==> config.mk <==
export PLATFORM = sky130hd
export DESIGN_NAME = signed_decimal_add_sub
export DESIGN_NICKNAME = d
export VERILOG_FILES = /design/src/sda_pkg.sv /design/src/sda_digit_alu.sv /design/src/sda_operand_ram.sv /design/src/signed_decimal_add_sub.sv
export SDC_FILE = /design/constraint.sdc
export NUM_CORES = 1
export LEC_CHECK = 0
export ABC_AREA = 0
export BUFFER_PORTS_ARGS = -buffer_cell sky130_fd_sc_hd__buf_2
export CORE_ASPECT_RATIO = 2
export CORE_MARGIN = 2
export CORE_UTILIZATION = 63
export CTS_BUF_LIST = sky130_fd_sc_hd__clkbuf_8 sky130_fd_sc_hd__clkbuf_16
export DETAILED_ROUTE_END_ITERATION = 7
export GPL_TIMING_DRIVEN = 1
export PLACE_DENSITY = 0.8
export SLEW_MARGIN = 40
export SYNTH_ARGS = -nofsm -noshare
export SYNTH_HDL_FRONTEND = slang
export SYNTH_SLANG_ARGS = --single-unit
export TNS_END_PERCENT = 100
==> constraint.sdc <==
create_clock -name clock -period 4.77 [get_ports clock]
set_input_delay 0.477 -clock clock [delete_from_list [all_inputs] [get_ports clock]]
set_output_delay 0.477 -clock clock [all_outputs]
set_load 0.02 [all_outputs]
==> src/sda_pkg.sv <==
// Package for the signed decimal add/subtract block: request and response
// structs, sizing constants, the digit helper and the shared unit's control struct.
// Depends on nothing.
package sda_pkg;

   localparam int MAX_DIGITS = 32;
   localparam int DIGIT_W    = 4;
   localparam int ADDR_W     = (MAX_DIGITS > 1) ? $clog2(MAX_DIGITS) : 1;
   localparam int CNT_W      = $clog2(MAX_DIGITS + 1);

   localparam logic [DIGIT_W-1:0] DIGIT_MAX = 4'd9;
   localparam logic [DIGIT_W:0]   RADIX     = 5'd10;

   typedef struct packed {
      logic [DIGIT_W-1:0] digit_a;
      logic [DIGIT_W-1:0] digit_b;
      logic               negative_a;
      logic               negative_b;
      logic               operation;
      logic               final_pair;
   } req_type;

   typedef struct packed {
      logic [DIGIT_W-1:0] result_digit;
      logic               result_negative;
      logic               result_last;
      logic               digits_dropped;
   } rsp_type;

   // One stored digit pair.
   typedef struct packed {
      logic [DIGIT_W-1:0] a;
      logic [DIGIT_W-1:0] b;
   } pair_type;

   // Control for the shared digit unit.
   typedef struct packed {
      logic subtract;
      logic carry_in;
   } alu_ctl_type;

   // Digit codes above nine saturate to nine.
   function automatic logic [DIGIT_W-1:0] clamp_digit(input logic [DIGIT_W-1:0] d);
      clamp_digit = (d > DIGIT_MAX) ? DIGIT_MAX : d;
   endfunction

endpackage

==> src/sda_digit_alu.sv <==
// Shared single-digit decimal unit: x + y + carry or x - y - borrow, base ten.
// Depends on sda_pkg.
module sda_digit_alu (
   input  logic [sda_pkg::DIGIT_W-1:0] x,
   input  logic [sda_pkg::DIGIT_W-1:0] y,
   input  sda_pkg::alu_ctl_type        ctl,
   output logic [sda_pkg::DIGIT_W-1:0] digit,
   output logic                        carry_out
);

   logic [sda_pkg::DIGIT_W:0] sum;
   logic [sda_pkg::DIGIT_W:0] diff;
   logic [sda_pkg::DIGIT_W:0] fixed;

   always_comb begin
      sum   = {1'b0, x} + {1'b0, y} + {{sda_pkg::DIGIT_W{1'b0}}, ctl.carry_in};
      diff  = {1'b0, x} - {1'b0, y} - {{sda_pkg::DIGIT_W{1'b0}}, ctl.carry_in};
      fixed = '0;
      if (ctl.subtract) begin
         // A negative difference wraps and sets the top bit; add ten back.
         carry_out = diff[sda_pkg::DIGIT_W];
         fixed     = carry_out ? (diff + sda_pkg::RADIX) : diff;
      end else begin
         carry_out = (sum >= sda_pkg::RADIX);
         fixed     = carry_out ? (sum - sda_pkg::RADIX) : sum;
      end
      digit = fixed[sda_pkg::DIGIT_W-1:0];
   end

endmodule

==> src/sda_operand_ram.sv <==
// Operand storage: one digit pair per entry, one write and one registered read per cycle.
// Depends on sda_pkg.
module sda_operand_ram (
   input  logic                       clock,
   input  logic                       wr_en,
   input  logic [sda_pkg::ADDR_W-1:0] wr_addr,
   input  sda_pkg::pair_type          wr_data,
   input  logic [sda_pkg::ADDR_W-1:0] rd_addr,
   output sda_pkg::pair_type          rd_data
);

   sda_pkg::pair_type mem [sda_pkg::MAX_DIGITS];
   sda_pkg::pair_type rd_ff;

   always_ff @(posedge clock) begin
      if (wr_en) begin
         mem[wr_addr] <= wr_data;
      end
      rd_ff <= mem[rd_addr];
   end

   assign rd_data = rd_ff;

endmodule

==> src/signed_decimal_add_sub.sv <==
// Signed-magnitude decimal adder/subtractor. Digit-pair requests are taken only while idle.
// The final request then starts a magnitude compare (only when signs differ), the digit
// arithmetic and the output of up to n+1 result digits for n stored pairs; every arithmetic
// digit step is a memory read followed by a pass through the one shared digit unit. Result
// digits are registered and leave most significant first; no request is taken until the last.
// Synchronous reset returns to idle with an empty operand count; stores are not cleared.
module signed_decimal_add_sub (
   input  logic             clock,
   input  logic             reset,
   input  logic             start,
   output logic             busy,
   input  sda_pkg::req_type req_data,
   output logic             rsp_strobe,
   output sda_pkg::rsp_type rsp_data
);

   localparam int CW = sda_pkg::CNT_W;
   localparam int AW = sda_pkg::ADDR_W;

   // Sequencer states.
   localparam logic [1:0] ST_IDLE  = 2'd0;
   localparam logic [1:0] ST_CMP   = 2'd1;
   localparam logic [1:0] ST_ARITH = 2'd2;
   localparam logic [1:0] ST_EMIT  = 2'd3;

   logic [1:0]    state_ff, state_in;
   logic          phase_ff, phase_in;      // 0: read issued, 1: read data is valid
   logic [CW-1:0] idx_ff, idx_in;          // digit position being worked on
   logic [CW-1:0] count_ff, count_in;      // stored pairs in this run
   logic          ovf_ff, ovf_in;          // a pair was dropped in this run
   logic          neg_a_ff, neg_a_in;
   logic          neg_b_ff, neg_b_in;      // sign of b after the operation is applied
   logic          sub_ff, sub_in;          // signs differ: magnitudes are subtracted
   logic          a_big_ff, a_big_in;      // |a| >= |b|
   logic          carry_ff, carry_in;
   logic [CW-1:0] top_ff, top_in;          // highest nonzero result digit
   logic          any_ff, any_in;          // some result digit is nonzero
   logic          rsp_strobe_ff, rsp_strobe_in;
   sda_pkg::rsp_type rsp_data_ff, rsp_data_in;

   logic [sda_pkg::DIGIT_W-1:0] res_mem [sda_pkg::MAX_DIGITS];
   logic [sda_pkg::DIGIT_W-1:0] res_rd_ff;

   logic                        accept;
   logic                        op_wr_en;
   sda_pkg::pair_type           op_wr_data;
   sda_pkg::pair_type           op_rd;
   logic                        res_wr_en;
   logic [sda_pkg::DIGIT_W-1:0] alu_x, alu_y, alu_digit;
   logic                        alu_carry;
   sda_pkg::alu_ctl_type        alu_ctl;
   logic                        neg_b_eff;

   assign busy      = (state_ff != ST_IDLE);
   assign accept    = start && !busy;
   assign neg_b_eff = req_data.negative_b ^ req_data.operation;

   assign op_wr_en   = accept && (count_ff < CW'(sda_pkg::MAX_DIGITS));
   assign op_wr_data = '{a: sda_pkg::clamp_digit(req_data.digit_a),
                         b: sda_pkg::clamp_digit(req_data.digit_b)};

   sda_operand_ram u_operands (
      .clock   (clock),
      .wr_en   (op_wr_en),
      .wr_addr (count_ff[AW-1:0]),
      .wr_data (op_wr_data),
      .rd_addr (idx_ff[AW-1:0]),
      .rd_data (op_rd)
   );

   // The larger magnitude always goes in as the minuend; for addition a_big stays set.
   assign alu_x            = a_big_ff ? op_rd.a : op_rd.b;
   assign alu_y            = a_big_ff ? op_rd.b : op_rd.a;
   assign alu_ctl.subtract = sub_ff;
   assign alu_ctl.carry_in = carry_ff;

   sda_digit_alu u_alu (
      .x         (alu_x),
      .y         (alu_y),
      .ctl       (alu_ctl),
      .digit     (alu_digit),
      .carry_out (alu_carry)
   );

   assign res_wr_en = (state_ff == ST_ARITH) && phase_ff;

   // Result digits, least significant at index zero. A final carry of an addition is
   // not stored; it is produced directly when the output walk reaches index n.
   always_ff @(posedge clock) begin
      if (res_wr_en) begin
         res_mem[idx_ff[AW-1:0]] <= alu_digit;
      end
      res_rd_ff <= res_mem[idx_ff[AW-1:0]];
   end

   always_comb begin
      state_in      = state_ff;
      phase_in      = phase_ff;
      idx_in        = idx_ff;
      count_in      = count_ff;
      ovf_in        = ovf_ff;
      neg_a_in      = neg_a_ff;
      neg_b_in      = neg_b_ff;
      sub_in        = sub_ff;
      a_big_in      = a_big_ff;
      carry_in      = carry_ff;
      top_in        = top_ff;
      any_in        = any_ff;
      rsp_strobe_in = 1'b0;
      rsp_data_in   = rsp_data_ff;

      case (state_ff)
         ST_IDLE: begin
            if (accept) begin
               if (op_wr_en) begin
                  count_in = count_ff + CW'(1);
               end else begin
                  ovf_in = 1'b1;
               end
               if (req_data.final_pair) begin
                  neg_a_in = req_data.negative_a;
                  neg_b_in = neg_b_eff;
                  sub_in   = (req_data.negative_a != neg_b_eff);
                  a_big_in = 1'b1;
                  carry_in = 1'b0;
                  top_in   = '0;
                  any_in   = 1'b0;
                  phase_in = 1'b0;
                  if (req_data.negative_a != neg_b_eff) begin
                     // Compare from the most significant stored digit downward.
                     state_in = ST_CMP;
                     idx_in   = count_in - CW'(1);
                  end else begin
                     state_in = ST_ARITH;
                     idx_in   = '0;
                  end
               end
            end
         end

         ST_CMP: begin
            phase_in = !phase_ff;
            if (phase_ff) begin
               if (op_rd.a != op_rd.b) begin
                  a_big_in = (op_rd.a > op_rd.b);
                  state_in = ST_ARITH;
                  idx_in   = '0;
               end else if (idx_ff == '0) begin
                  // Equal magnitudes: the difference is zero and comes out positive.
                  state_in = ST_ARITH;
               end else begin
                  idx_in = idx_ff - CW'(1);
               end
            end
         end

         ST_ARITH: begin
            phase_in = !phase_ff;
            if (phase_ff) begin
               carry_in = alu_carry;
               if (alu_digit != '0) begin
                  top_in = idx_ff;
                  any_in = 1'b1;
               end
               if (idx_ff == count_ff - CW'(1)) begin
                  if (!sub_ff && alu_carry) begin
                     top_in = count_ff;
                     any_in = 1'b1;
                  end
                  state_in = ST_EMIT;
                  idx_in   = top_in;
               end else begin
                  idx_in = idx_ff + CW'(1);
               end
            end
         end

         ST_EMIT: begin
            phase_in = !phase_ff;
            if (phase_ff) begin
               rsp_strobe_in                = 1'b1;
               rsp_data_in.result_digit     = (idx_ff == count_ff) ? sda_pkg::DIGIT_W'(1)
                                                                   : res_rd_ff;
               rsp_data_in.result_negative  = any_ff && (a_big_ff ? neg_a_ff : neg_b_ff);
               rsp_data_in.result_last      = (idx_ff == '0);
               rsp_data_in.digits_dropped   = ovf_ff;
               if (idx_ff == '0) begin
                  // Run complete: the block is ready for the next operand pair.
                  state_in = ST_IDLE;
                  count_in = '0;
                  ovf_in   = 1'b0;
               end else begin
                  idx_in = idx_ff - CW'(1);
               end
            end
         end

         default: begin
            state_in = ST_IDLE;
         end
      endcase
   end

   always_ff @(posedge clock) begin
      if (reset) begin
         state_ff      <= ST_IDLE;
         phase_ff      <= 1'b0;
         count_ff      <= '0;
         ovf_ff        <= 1'b0;
         rsp_strobe_ff <= 1'b0;
      end else begin
         state_ff      <= state_in;
         phase_ff      <= phase_in;
         count_ff      <= count_in;
         ovf_ff        <= ovf_in;
         rsp_strobe_ff <= rsp_strobe_in;
      end
      idx_ff      <= idx_in;
      neg_a_ff    <= neg_a_in;
      neg_b_ff    <= neg_b_in;
      sub_ff      <= sub_in;
      a_big_ff    <= a_big_in;
      carry_ff    <= carry_in;
      top_ff      <= top_in;
      any_ff      <= any_in;
      rsp_data_ff <= rsp_data_in;
   end

   assign rsp_strobe = rsp_strobe_ff;
   assign rsp_data   = rsp_data_ff;

   // The last digit of a run leaves the sequencer idle; earlier digits keep it busy.
   a_last_idle: assert property (@(posedge clock) disable iff (reset)
      rsp_strobe && rsp_data.result_last |-> !busy)
      else $error("block still busy after the last result digit");

   a_mid_busy: assert property (@(posedge clock) disable iff (reset)
      rsp_strobe && !rsp_data.result_last |-> busy)
      else $error("block went idle in the middle of a result");

   a_digit_range: assert property (@(posedge clock) disable iff (reset)
      rsp_strobe |-> rsp_data.result_digit <= sda_pkg::DIGIT_MAX)
      else $error("result digit is not decimal");

   a_load_only: assert property (@(posedge clock) disable iff (reset)
      start && !busy && !req_data.final_pair |=> !busy && !rsp_strobe)
      else $error("a non-final request started work");

endmodule
# [Yosys cells after proc, flatten, opt, wreduce, memory -nomap -nowiden]
# Memory sizes are Yosys's and may differ from the RTL's. A register that Yosys moved wholly into a read port is not among the register bits.
# Cells that the tools add are included.
[classes] add_sub_neg=11 n_mul=0 div=0 n_lt_le_gt_ge=5 eq_ne=17 shifts=0 muxes=69 bitwise=2 n_reduce_logical=26
[ops] cell="6-bit two-way mux" count=21
[ops] cell="4-bit two-way mux" count=7
[ops] cell="6-bit case mux with 2 select lines" count=2
[ops] cell="6-bit case mux with 4 select lines" count=1
[ops] cell="1-bit two-way mux" count=22
[ops] cell="2-bit two-way mux" count=10
[ops] cell="6-bit by 1-bit subtractor with 6-bit output, second input constant" count=3
[ops] cell="2-bit != test, second input constant" count=8
[ops] cell="5-bit AND reduction" count=3
[ops] cell="6-bit by 1-bit adder with 6-bit output, second input constant" count=2
[ops] cell="6-bit == test" count=2
[ops] cell="1-bit case mux with 2 select lines" count=5
[ops] cell="4-bit greater-than comparator, second input constant" count=2
[ops] cell="2-bit case mux with 4 select lines" count=1
[ops] cell="4-bit AND reduction" count=2
[ops] cell="8-bit AND reduction" count=1
[ops] cell="2-bit nonzero test" count=4
[ops] cell="6-bit logical NOT" count=1
[ops] cell="6-bit < comparator, second input constant" count=1
[ops] cell="4-bit by 4-bit adder with 5-bit output" count=1
[ops] cell="5-bit by 1-bit adder with 5-bit output" count=1
[ops] cell="5-bit by 4-bit greater-or-equal comparator with 1-bit output, second input constant" count=1
[ops] cell="1-bit logical AND" count=5
[ops] cell="4-bit by 4-bit subtractor with 5-bit output" count=1
[ops] cell="other kinds (19)" count=23
[totals] ff_bits=36 latchBits=0 mem_bits_rw=384 romBits=0 in_bits=15 out_inout_bits=9 n_memories=2
[memory_table] name="u_operands.mem" depth=32 width=8 read_ports=1 rd_clocked_by_memory_dff=1 write_ports=1 line_no="sda_operand_ram.sv:12" text="sda_pkg::pair_type mem [sda_pkg::MAX_DIGITS];"
[memory_table] name="res_mem" depth=32 width=4 read_ports=1 rd_clocked_by_memory_dff=1 write_ports=1 line_no="signed_decimal_add_sub.sv:41" text="logic [sda_pkg::DIGIT_W-1:0] res_mem [sda_pkg::MAX_DIGITS];"

# [Depth between registers and ports, before layout]
[logic_depth] word_depth=12 ltp_mapped=14 ltp_nobuf=13

# [Modules after synthesis]
# A second synthesis with hierarchy kept.
[unflattened] hier_cells=1041 hier_area_um2=18555.3
[by_module_without_submodules] mod="sda_operand_ram" instances=1 cells_per_inst=417 area_each_um2=10053.4 seq_area_each_um2=7847.5
[by_module_without_submodules] mod="signed_decimal_add_sub" instances=1 cells_per_inst=541 area_each_um2=7841.3 seq_area_each_um2=4894.7
[by_module_without_submodules] mod="sda_digit_alu" instances=1 cells_per_inst=83 area_each_um2=660.6 seq_area_each_um2=0.0

# [Least setup slack after synthesis]
# OpenSTA, ideal clock, no wires.
[synth_path] kind="register -> register" startpoint="reg a_big_ff" endpoint="mem res_mem[0][3] in the netlist's numbering (data pin)" setup_time_ns=0.461 arrival_time_ns=3.775 required_time_ns=4.309 path_slack_ns=0.534 path_stages_with_launch=11 period_less_slack_ns=4.236 path_cell_list="edfxtp_1 > buf_6 > mux2_2 > ha_1 > inv_1 > ha_1 > o21ai_0 > a2bb2oi_4 > a311o_1 > nand3_2 > nor3b_1"
[synth_between] elab_chain_len=6 word_cells_on_any_way=12
[synth_lines] item="from (decl)" line_no="signed_decimal_add_sub.sv:34" text="logic a_big_ff, a_big_in;"
[synth_lines] item="from (signal assigned)" line_no="signed_decimal_add_sub.sv:222" text="a_big_ff <= a_big_in;"
[synth_lines] item="4-bit two-way mux (on tied branches)" line_no="signed_decimal_add_sub.sv:72, signed_decimal_add_sub.sv:73"
[synth_lines] item="4-bit by 4-bit adder with 5-bit output / 4-bit by 4-bit subtractor with 5-bit output (equally long branches)" line_no="sda_digit_alu.sv:16, sda_digit_alu.sv:17"
[synth_lines] item="5-bit by 1-bit adder with 5-bit output / 5-bit by 1-bit subtractor with 5-bit output (equally long branches)" line_no="sda_digit_alu.sv:16, sda_digit_alu.sv:17"
[synth_lines] item="4-bit subtractor (tied with other cells)" line_no="sda_digit_alu.sv:25" text="fixed = carry_out ? (sum - sda_pkg::RADIX) : sum;"
[synth_lines] item="4-bit two-way mux (on tied branches)" line_no="sda_digit_alu.sv:25, sda_digit_alu.sv:22"
[synth_lines] item="4-bit two-way mux *" line_no="sda_digit_alu.sv:19" text="if (ctl.subtract) begin"
[synth_lines] item="via alu_digit, one bit" line_no="signed_decimal_add_sub.sv:49" text="logic [sda_pkg::DIGIT_W-1:0] alu_x, alu_y, alu_digit;"
[synth_lines] item="to (decl)" line_no="signed_decimal_add_sub.sv:41"
# Mark *: on every way through the listed nets, which the timed path passes. The rest lies on a longest branch.

# [Worst setup path after layout]
[layout_path] startpoint="reg a_big_ff" endpoint="reg idx_ff[3] (data pin)"
[layout_between] elab_chain_len=12 word_cells_on_any_way=20
[layout_lines] item="4-bit two-way mux (on tied branches)" line_no="signed_decimal_add_sub.sv:72, signed_decimal_add_sub.sv:73"
[layout_lines] item="4-bit by 4-bit adder with 5-bit output / 4-bit by 4-bit subtractor with 5-bit output (equally long branches)" line_no="sda_digit_alu.sv:16, sda_digit_alu.sv:17"
[layout_lines] item="5-bit by 1-bit adder with 5-bit output / 5-bit by 1-bit subtractor with 5-bit output (equally long branches)" line_no="sda_digit_alu.sv:16, sda_digit_alu.sv:17"
[layout_lines] item="4-bit subtractor (tied with other cells)" line_no="sda_digit_alu.sv:25"
[layout_lines] item="4-bit two-way mux (on tied branches)" line_no="sda_digit_alu.sv:25, sda_digit_alu.sv:22"
[layout_lines] item="4-bit two-way mux" line_no="sda_digit_alu.sv:19"
[layout_lines] item="4-bit nonzero test" line_no="signed_decimal_add_sub.sv:161" text="if (alu_digit != '0) begin"
[layout_lines] item="6-bit two-way mux" line_no="signed_decimal_add_sub.sv:161"
[layout_lines] item="6-bit two-way mux *" line_no="signed_decimal_add_sub.sv:166" text="if (!sub_ff && alu_carry) begin"
[layout_lines] item="6-bit two-way mux *" line_no="signed_decimal_add_sub.sv:165" text="if (idx_ff == count_ff - CW'(1)) begin"
[layout_lines] item="6-bit two-way mux *" line_no="signed_decimal_add_sub.sv:159" text="if (phase_ff) begin"
[layout_lines] item="6-bit case mux with 4 select lines *" line_no="signed_decimal_add_sub.sv:112" text="case (state_ff)"
[layout_lines] item="via idx_in[3]" line_no="signed_decimal_add_sub.sv:28" text="logic [CW-1:0] idx_ff, idx_in;"
[layout_lines] item="to (signal assigned)" line_no="signed_decimal_add_sub.sv:218" text="idx_ff <= idx_in;"
[layout_lines] item="to (decl)" line_no="signed_decimal_add_sub.sv:28"
# Mark *: on every way through the listed nets, which the timed path passes. The rest lies on a longest branch. The select of a mux whose other input is x is not followed.
# A chain may end at the register's enable or synchronous reset.

==> results_dict.tcl <==
set metrics [dict create \
    outcome "completed" \
    port_buffers 23 \
    hold_path_class "in2reg" \
    end_kind "register" \
    die_width_um 125 \
    synth_top_family_by_area "multiplexers" \
    synth_edf_count 409 \
    power_leakage_nw 6.49 \
    post_synth_mux_area_share 0.127 \
    maxSlewViolCount 0 \
    worstPathMaxFanout 10 \
    routed_wl_um 41000 \
    arrival_ns 4.21 \
    grt.total_usage 0.272 \
    antenna_found_initial 0 \
    cts_tree "yes" \
    tns_ns 0 \
    combinationalPowerShare 0.389 \
    avgSynthCellArea_sq_um 17.0 \
    grt_pass1_wl_um 61800 \
    dp_slack_ns 0.850 \
    yosys.area_share.adder 0.0220 \
    cp.required_ns 5.03 \
    gr-total-overflow 0 \
    switching_share 0.351 \
    num-nets-final 1147 \
    clock_latency_ns 0.54 \
    peakVddDrop_mv 0.494 \
    start_util 0.639 \
    fin_crit_ns 3.95 \
    p_sw_mw 4.84 \
    synth_compound_area_frac 0.0614 \
    rows 88 \
    clk_pin_slew_ns 0.06 \
    synth.distinct_cells 75 \
    vias 9944 \
    multi_input_area_sq_mm 0.00535 \
    grt_max_degree 84 \
    hold_violations 0 \
    cts-root-buf "clkbuf_16" \
    drive_gt1_frac 0.204 \
    clkPwrFrac 0.223 \
    slowest_delay_ns 0.61 \
    start_kind "register" \
    die-area_sq_mm 0.0307 \
    maxSlewHeadroom 0.412 \
    p_int_mw 8.94 \
    synth_seq_cells 432 \
    ys.flop_type "edfxtp_1" \
    netlist_area_sq_mm 0.0184 \
    die_h_um 246 \
    finalCritPeriodShare 0.827 \
    synthesis.nets 1128 \
    synth_seq_area_share 0.691 \
    seqPwrFrac 0.388 \
    drtPass1Iterations 5 \
    finClkSkew_ns 0.0125 \
    cts-buffers-inserted 36 \
    cts-resized-gates 0 \
    viasPerCell 6.67 \
    final_cell_mix "409 x edfxtp_1, 96 x mux4_2, 92 x nor2_1" \
    core_sq_mm 0.0288 \
    p_per_area_mw_per_mm2 683 \
    tightestPinTransition_ns 0.880 \
    ant_nets 0 \
    grt_pass1_vias 10289 \
    wl_per_cell_um 27.5 \
    area_delta_synth_final_pct 9.54 \
    dp.final_hpwl_um 27100 \
    synthCells 1083 \
    max-cap-violations 0 \
    place.gp.congestion 0.898 \
    final_common_cell "edfxtp_1" \
    synth_xor_area_frac 0.0137 \
    path_cells "mux2_2 -> ha_1 -> inv_1 -> ha_1 -> o21ai_0 -> a2bb2oi_4 -> mux2_2 -> nand2_1 -> o22ai_4 -> mux2i_1 -> o221ai_1" \
    cts_hold_buf 0 \
    fillers 1825 \
    synth-async-reset-ratio 0 \
    synth-simple-area-share 0.0628 \
    cts_setup_buffers 0 \
    crit_type "reg2reg" \
    cpMaxStageDelayCell "edfxtp_1" \
    drcViolationCount 0 \
    fin_ws_ns 0.824 \
    seqCellArea_sq_mm 0.0127 \
    setup_viol 0 \
    cts-htree-levels 2 \
    clockBufferDepth 3 \
    ios 24 \
    ys_warn_count 0 \
    first_iter_violations 865 \
    fmaxAchievable_mhz 253 \
    cts_sinks 432 \
    antenna_cells 0 \
    rsz0062_at_grt "false" \
]
==> cells in the mapped netlist, types with 3 or more instances <==
master | number | area share
a21oi_1 | 27 | 0.0073
a22oi_1 | 49 | 0.020
a311oi_1 | 3 | 0.0014
a31oi_1 | 8 | 0.0027
and2_1 | 6 | 0.0020
and3_1 | 4 | 0.0014
and3b_1 | 5 | 0.0024
buf_1 | 4 | 0.00081
buf_2 | 14 | 0.0038
clkbuf_1 | 40 | 0.0081
dfxtp_1 | 23 | 0.025
edfxtp_1 | 409 | 0.67
fa_1 | 4 | 0.0043
ha_1 | 26 | 0.018
inv_1 | 30 | 0.0061
mux2_2 | 4 | 0.0024
mux2i_1 | 12 | 0.0065
mux4_2 | 96 | 0.12
nand2_1 | 29 | 0.0059
nand2b_1 | 10 | 0.0034
nand3_1 | 15 | 0.0041
nand3b_1 | 6 | 0.0024
nand4_1 | 15 | 0.0051
nor2_1 | 97 | 0.020
nor2b_1 | 11 | 0.0037
nor3_1 | 11 | 0.0030
nor3b_1 | 3 | 0.0012
o21a_1 | 3 | 0.0012
o21ai_0 | 24 | 0.0065
o221ai_1 | 5 | 0.0024
o22ai_1 | 5 | 0.0017
or2_2 | 4 | 0.0014
or3_1 | 4 | 0.0014
xnor2_1 | 12 | 0.0057
xor2_1 | 15 | 0.0071
==> state kept, by name, indices dropped and copies added (netlist names), 2 cells and up <==
signal	cells
res_rd_ff	4
u_operands.mem	256
count_ff	6
state_ff	2
idx_ff	6
top_ff	6
rsp_data	7
u_operands.rd_data	8
res_mem	128
==> final cells by class <==
class / instances / share of cell area
clock buffer: 39 / 0.0478
multi-input combinational: 559 / 0.265
tap: 360 / 0.0223
clock inverter: 27 / 0.0135
sequential: 432 / 0.631
timing repair buffer: 43 / 0.0144
inverter: 30 / 0.00558
==> final timing paths <==
check	start	to	slack (ns)	depth (start not counted)
setup / recovery	a_big_ff$_SDFFCE_PN1P_	idx_ff[3]$_DFFE_PP_	0.82	11
hold / removal	req_data[3]	neg_a_ff$_DFFE_PP_	0.15	1
hold reg to reg	ovf_ff$_SDFFE_PP0P_	rsp_data[0]$_DFFE_PP_	0.45	0
setup reg to reg	a_big_ff$_SDFFCE_PN1P_	idx_ff[3]$_DFFE_PP_	0.82	11
==> metal layers <==
metal	share of wire	wire length, um	track usage	vias to the layer above
met5	0	0	0	-
met4	0.047	1920	0.125	0
met1	0.33	13500	0.297	5073
met3	0.049	2030	0.0344	109
met2	0.57	23500	0.520	403
li1	-	-	-	4359
==> kinds of logic after synthesis <==
| logic type | Yosys count |
|---|---|
| flip-flops | 432 |
| AND/OR/NAND/NOR | 232 |
| AO/OA/AOI/OAI | 156 |
| multiplexers | 113 |
| buffers and inverters | 92 |
| adder cells (fa/ha/maj) | 30 |
| XOR/XNOR | 28 |
==> worst max-delay path, delay by kind of cell, from the launching register on <==
family | cells | cell delay (ns)
AO/OA/AOI/OAI | 4 | 1.13
AND/OR/NAND/NOR | 1 | 0.12
multiplexers | 3 | 0.93
adder cells (fa/ha/maj) | 2 | 0.75
flip-flops | 1 | 0.61
buffers and inverters | 1 | 0.13
==> power by group through the flow <==
| stage | clock [mW] | sequential, mW | combinational [mW] |
|---|---|---|---|
| finish | 3.07 | 5.35 | 5.36 |
| floorplan | 0 | 5.40 | 3.74 |
| global route | 3.24 | 5.37 | 5.79 |
| CTS | 3.12 | 5.35 | 5.36 |
| detailed placement | 0 | 5.43 | 5.33 |
| global placement | 0 | 5.43 | 5.17 |
==> metrics by stage <==
stage / total power, mW / hold WS [ns] / util / cell area, sq um / std cells
final: 13.8 / 0.147 / 0.700 / 20200 / 1490
after global placement: 10.6 / 0.422 / 0.655 / 18900 / 1424
after floorplan: 9.14 / 0.402 / - / 18400 / 1083
after detailed placement: 10.8 / 0.436 / 0.657 / 18900 / 1424
after CTS: 13.8 / 0.135 / 0.699 / 20200 / 1490
after global routing: 14.4 / 0.148 / 0.700 / 20200 / 1490
(Power assumes the default switching activity.)
